===== config.mk =====
export PLATFORM = sky130hd
export DESIGN_NAME = dfr_div_lane
export DESIGN_NICKNAME = d
export VERILOG_FILES = /design/src/rtl/core/dielectric_fresnel_reflectance_unit_defines.svh /design/src/rtl/core/dfr_pkg.sv /design/src/rtl/core/dfr_div_lane.sv
export SDC_FILE = /design/constraint.sdc
export NUM_CORES = 2
export LEC_CHECK = 0
export ABC_AREA = 1
export BUFFER_PORTS_ARGS = -buffer_cell sky130_fd_sc_hd__buf_4
export CORE_UTILIZATION = 32
export CTS_CLUSTER_SIZE = 14
export DETAILED_ROUTE_END_ITERATION = 16
export REMOVE_ABC_BUFFERS = 1
export SYNTH_ARGS = -nofsm -noshare
export SYNTH_HDL_FRONTEND = slang
export SYNTH_SLANG_ARGS = --single-unit

===== constraint.sdc =====
create_clock -name clk -period 6.2 [get_ports clk]
set_input_delay 0.93 -clock clk [delete_from_list [all_inputs] [get_ports clk]]
set_output_delay 0.93 -clock clk [all_outputs]
set_load 0.05 [all_outputs]

===== src/rtl/core/dielectric_fresnel_reflectance_unit_defines.svh =====
// assertion helpers for the fresnel reflectance unit
`ifndef DIELECTRIC_FRESNEL_REFLECTANCE_UNIT_DEFINES_SVH
`define DIELECTRIC_FRESNEL_REFLECTANCE_UNIT_DEFINES_SVH

// property must hold on every rising clock edge outside reset
`define DFR_ASSERT(label, prop, msg) \
    label: assert property (@(posedge clk) disable iff (!rst_n) prop) else $error(msg);

// a condition in the cycle after a trigger
`define DFR_ASSERT_NEXT(label, trig, cond, msg) \
    label: assert property (@(posedge clk) disable iff (!rst_n) (trig) |=> (cond)) \
        else $error(msg);

`endif


===== src/rtl/core/dfr_pkg.sv =====
package dfr_pkg;

    localparam int unsigned CosW    = 16;
    localparam int unsigned IdxW    = 16;
    localparam int unsigned ProdW   = 33;
    localparam int unsigned SumW    = 34;
    localparam int unsigned MagW    = 34;
    localparam int unsigned QuotW   = 16;
    localparam int unsigned ReflW   = 17;
    localparam int unsigned InDataW = 64;
    localparam int unsigned OutDataW = 56;

    localparam logic [ReflW-1:0] ReflOne = 17'h10000;
    localparam logic [MagW-1:0]  DenOne  = 34'h004000000;

    // one step of the restoring divider result fields
    typedef struct packed {
        logic             sat;
        logic [MagW:0]    rem;
        logic [MagW-1:0]  den;
        logic [QuotW-1:0] quo;
    } div_lane_t;

endpackage


===== src/rtl/core/dfr_div_lane.sv =====
// one restoring-division lane: a quotient bit per stage, handshake shared with the top
module dfr_div_lane
    import dfr_pkg::*;
(
    input  logic                   clk,
    input  logic                   adv,
    input  logic [MagW-1:0]        num_mag,
    input  logic [MagW-1:0]        den_mag,
    output logic [ReflW-1:0]       refl
);

    div_lane_t lane_reg [QuotW+1];
    div_lane_t lane_next [QuotW+1];
    logic [2*QuotW-1:0] sq_reg, sq_next;
    logic               sat2_reg, sat2_next;
    logic [ReflW-1:0]   refl_reg, refl_next;

    always_comb
    begin
        logic [MagW-1:0] d;
        logic [MagW:0]   trial;
        d = (den_mag == '0) ? DenOne : den_mag;
        lane_next[0].sat = (num_mag >= d);
        lane_next[0].rem = {1'b0, num_mag};
        lane_next[0].den = d;
        lane_next[0].quo = '0;
        for (int i = 0; i < QuotW; i++)
        begin
            trial = {lane_reg[i].rem[MagW-1:0], 1'b0};
            lane_next[i+1] = lane_reg[i];
            if (trial >= {1'b0, lane_reg[i].den})
            begin
                lane_next[i+1].rem = trial - {1'b0, lane_reg[i].den};
                lane_next[i+1].quo = {lane_reg[i].quo[QuotW-2:0], 1'b1};
            end
            else
            begin
                lane_next[i+1].rem = trial;
                lane_next[i+1].quo = {lane_reg[i].quo[QuotW-2:0], 1'b0};
            end
        end
        sq_next   = lane_reg[QuotW].quo * lane_reg[QuotW].quo;
        sat2_next = lane_reg[QuotW].sat;
        refl_next = sat2_reg ? ReflOne : {1'b0, sq_reg[2*QuotW-1:QuotW]};
    end

    always_ff @(posedge clk)
    begin
        if (adv)
        begin
            for (int i = 0; i <= QuotW; i++)
                lane_reg[i] <= lane_next[i];
            sq_reg   <= sq_next;
            sat2_reg <= sat2_next;
            refl_reg <= refl_next;
        end
    end

    assign refl = refl_reg;

endmodule


==> impl_metrics.py <==
metrics = {
    "die": {
        "dieArea_mm2": 0.293,
        "die_h_um": 542,
        "num_rows": 197,
        "start_util": 0.323,
        "die_w_um": 542,
        "io_pins": 87,
        "core_region_area_mm2": 0.289,
    },
    "yosys": {
        "synth_compound_area_frac": 0.0436,
        "synth_seq_cells": 1275,
        "ys_seq_area_frac": 0.411,
        "synth_mux_area_frac": 0,
        "synth-xor-area-share": 0.0274,
        "synth-async-reset-ratio": 0,
        "synth_top_family_by_area": "simple AND/OR/NAND/NOR gates",
        "synth.distinct_cells": 47,
        "yosys.area_share.simple": 0.276,
        "synth_area_mm2": 0.0932,
        "synth_fa_ha_area_frac": 0.129,
        "postSynthAreaPerCell_um2": 7.67,
        "yosys.cell_count.top_type": "nand2_1",
        "synth_edf_count": 1275,
        "synth_top_area_frac": 0.411,
        "synthTopCellsByCount": "nand2_1, inv_1, edfxtp_1, nor2_1, ha_1",
        "yosysWarnings": 0,
        "yosysTopAreaCell": "edfxtp_1",
        "yosys-top-cells-area": "edfxtp_1, nand2_1, inv_1",
        "syn_inst": 12151,
        "synthFlopType": "edfxtp_1",
    },
    "setup_path": {
        "r2r-start": "lane_reg[2][11]",
        "start_kind": "flip-flop",
        "end_kind": "flip-flop",
        "crit_fanout": 10,
        "reg2reg_depth": 18,
        "cp.arrival_ns": 6.34,
        "timing.rr.end": "sq_reg[27]",
        "critical_path_required_ns": 6.79,
        "r2r_setup_slack_ns": 0.45,
        "worstSetupPathType": "reg -> reg",
    },
    "worst_hold_path": {
        "hold_path_class": "in -> reg",
        "worstHoldStart": "num_mag[21]",
        "hold_depth": 1,
        "min_delay_worst_endpoint": "lane_reg[0][71]",
    },
    "route": {
        "vias_per_cell": 4.58,
        "routed_wl_mm": 275,
        "drcViolationCount": 0,
        "num_vias": 74557,
        "wl_per_cell_um": 16.9,
        "drtPass1Iterations": 8,
        "drtIter0Drc": 4469,
        "drtAntennaViolNets": 0,
    },
    "timing": {
        "finClkSkew_ns": 0.0744,
        "setup_viol": 0,
        "setup_tns_ns": 0,
        "tightest_slew_ns": 0.972,
        "hold_violations": 0,
        "fin_crit_sh": 0.927,
        "slew_violations": 0,
        "slew_headroom": 0.347,
        "layout_setup_ws_ns": 0.452,
        "hold-worst-slack_ns": 0.291,
        "fmax_mhz": 174,
        "finalCriticalPeriod_ns": 5.75,
        "rsz0062_at_grt": "false",
    },
    "clock_tree": {
        "cts_tree": "yes",
        "ctsResizeCount": 0,
        "clockBufferDepth": 4,
        "clock_sinks": 1275,
        "holdBufCountCts": 0,
        "post_cts_buffers": 0,
        "clk_latency_ns": 0.86,
        "cts_buffers": 161,
        "htreeDepth": 4,
        "cts.clk_slew.worst_paths_ns": 0.06,
        "cts.root.buffer_cell": "clkbuf_16",
    },
    "placement": {
        "gp_congestion": 0.975,
        "port-buffer-count": 86,
        "dp_hpwl_mm": 224,
        "dpl_cell_area_mm2": 0.0979,
        "dpl_worst_slack_ns": 0.439,
    },
    "global_routing": {
        "antenna_found_initial": 4,
        "grt_pass1_vias": 74259,
        "grt_max_degree": 161,
        "overflow": 0,
        "grt_pass1_wl_mm": 420,
        "grtUsageTotal": 0.185,
    },
    "layout": {
        "stdcell_area_mm2": 0.103,
        "drive_gt1_frac": 0.0474,
        "largest_reg_flops": 1241,
        "area_growth_pct": 10.8,
        "nNetsFinal": 13201,
    },
    "status": {
        "status": "finished, final reports clean",
    },
    "power_and_ir_drop": {
        "power_density_mw_per_mm2": 532,
        "power_w": 0.0549,
        "p_leak_nw": 52.6,
        "vdd_drop_max_v": 0.000579,
    },
    "run": {
        "maxCapViolations": 0,
    },
}
[layout by cell type (no fill, tap or decap), drive strengths merged, types with 5 or more instances in the layout]
master,n
a21o,5
a21oi,484
and2,16
and3,11
buf,126
bufinv,21
clkbuf,177
clkinv,60
clkinvlp,14
diode,10
edfxtp,1275
fa,176
ha,678
inv,2487
nand2,4543
nand3,600
nand3b,73
nand4,79
nor2,872
nor3,76
nor4,12
o21a,8
o21ai,241
o21bai,34
or2,27
xnor2,23
xor2,269
[cell type report]
type,instances,area (um2)
fill,30555,186000
multi-input combinational,8237,44400
sequential,1275,38300
inverter,2476,9330
tap,3880,4850
clock buffer,177,4150
clock inverter,106,1190
timing repair buffer,126,1030
antenna,10,25.0
[logic make-up (layout without fill, tap and decap cells)]
kind of cell,count (synthesis),after routing
compound gates,781,781
xor+xnor,292,292
fa+ha+maj,854,854
buf+inv,2639,2885
flops,1275,1275
other cells,0,10
simple gates,6310,6310
[layer usage]
layer	track usage	wire length [um]	vias up
met5	0	11	-
met4	0.0863	13900	2
met3	0.0211	10200	517
li1	-	-	38248
met1	0.205	110000	34133
met2	0.348	141000	1657
[power breakdown]
part / leakage (nW) / switching [W] / total [W] / internal (W)
Sequential: 12.5 / 0.00157 / 0.0145 / 0.0130
Clock: 2.58 / 0.00388 / 0.00961 / 0.00573
Combinational: 37.5 / 0.0208 / 0.0307 / 0.00999
Total: 52.6 / 0.0262 / 0.0549 / 0.0287
[metrics by stage]
| step | util | cells |
|---|---|---|
| global placement | 0.339 | 15994 |
| finish | 0.357 | 16287 |
| CTS | 0.357 | 16277 |
| global route | 0.357 | 16283 |
| floorplan | - | 11988 |
| detailed placement | 0.339 | 15994 |
[worst max-delay path: stages (launching register included)]
cell and delay (ns):
edfxtp_1 0.69, nand2_1 0.22, fa_1 0.58, inv_1 0.05, fa_1 0.53, fa_1 0.45, fa_1 0.48, fa_1 0.52
inv_1 0.05, fa_1 0.47, inv_1 0.04, ha_1 0.39, nand2_1 0.14, o21ai_0 0.34, a21oi_1 0.11, o21ai_0 0.23
nor2_1 0.09, nand3_1 0.08, nand2_1 0.06
[worst max-delay path by stage]
stage | from | to | slack, ns | depth (start not counted)
after CTS | lane_reg[2][11] | sq_reg[27] | 0.44 | 18
after floorplan | lane_reg[2][8] | sq_reg[21] | 0.85 | 22
final | lane_reg[2][11] | sq_reg[27] | 0.45 | 18
after detailed placement | lane_reg[2][11] | sq_reg[27] | 0.44 | 18
after global placement | lane_reg[2][11] | sq_reg[30] | 0.40 | 21
after global routing | lane_reg[2][2] | sq_reg[21] | 0.10 | 22
Power figures use the tool's default switching activity.
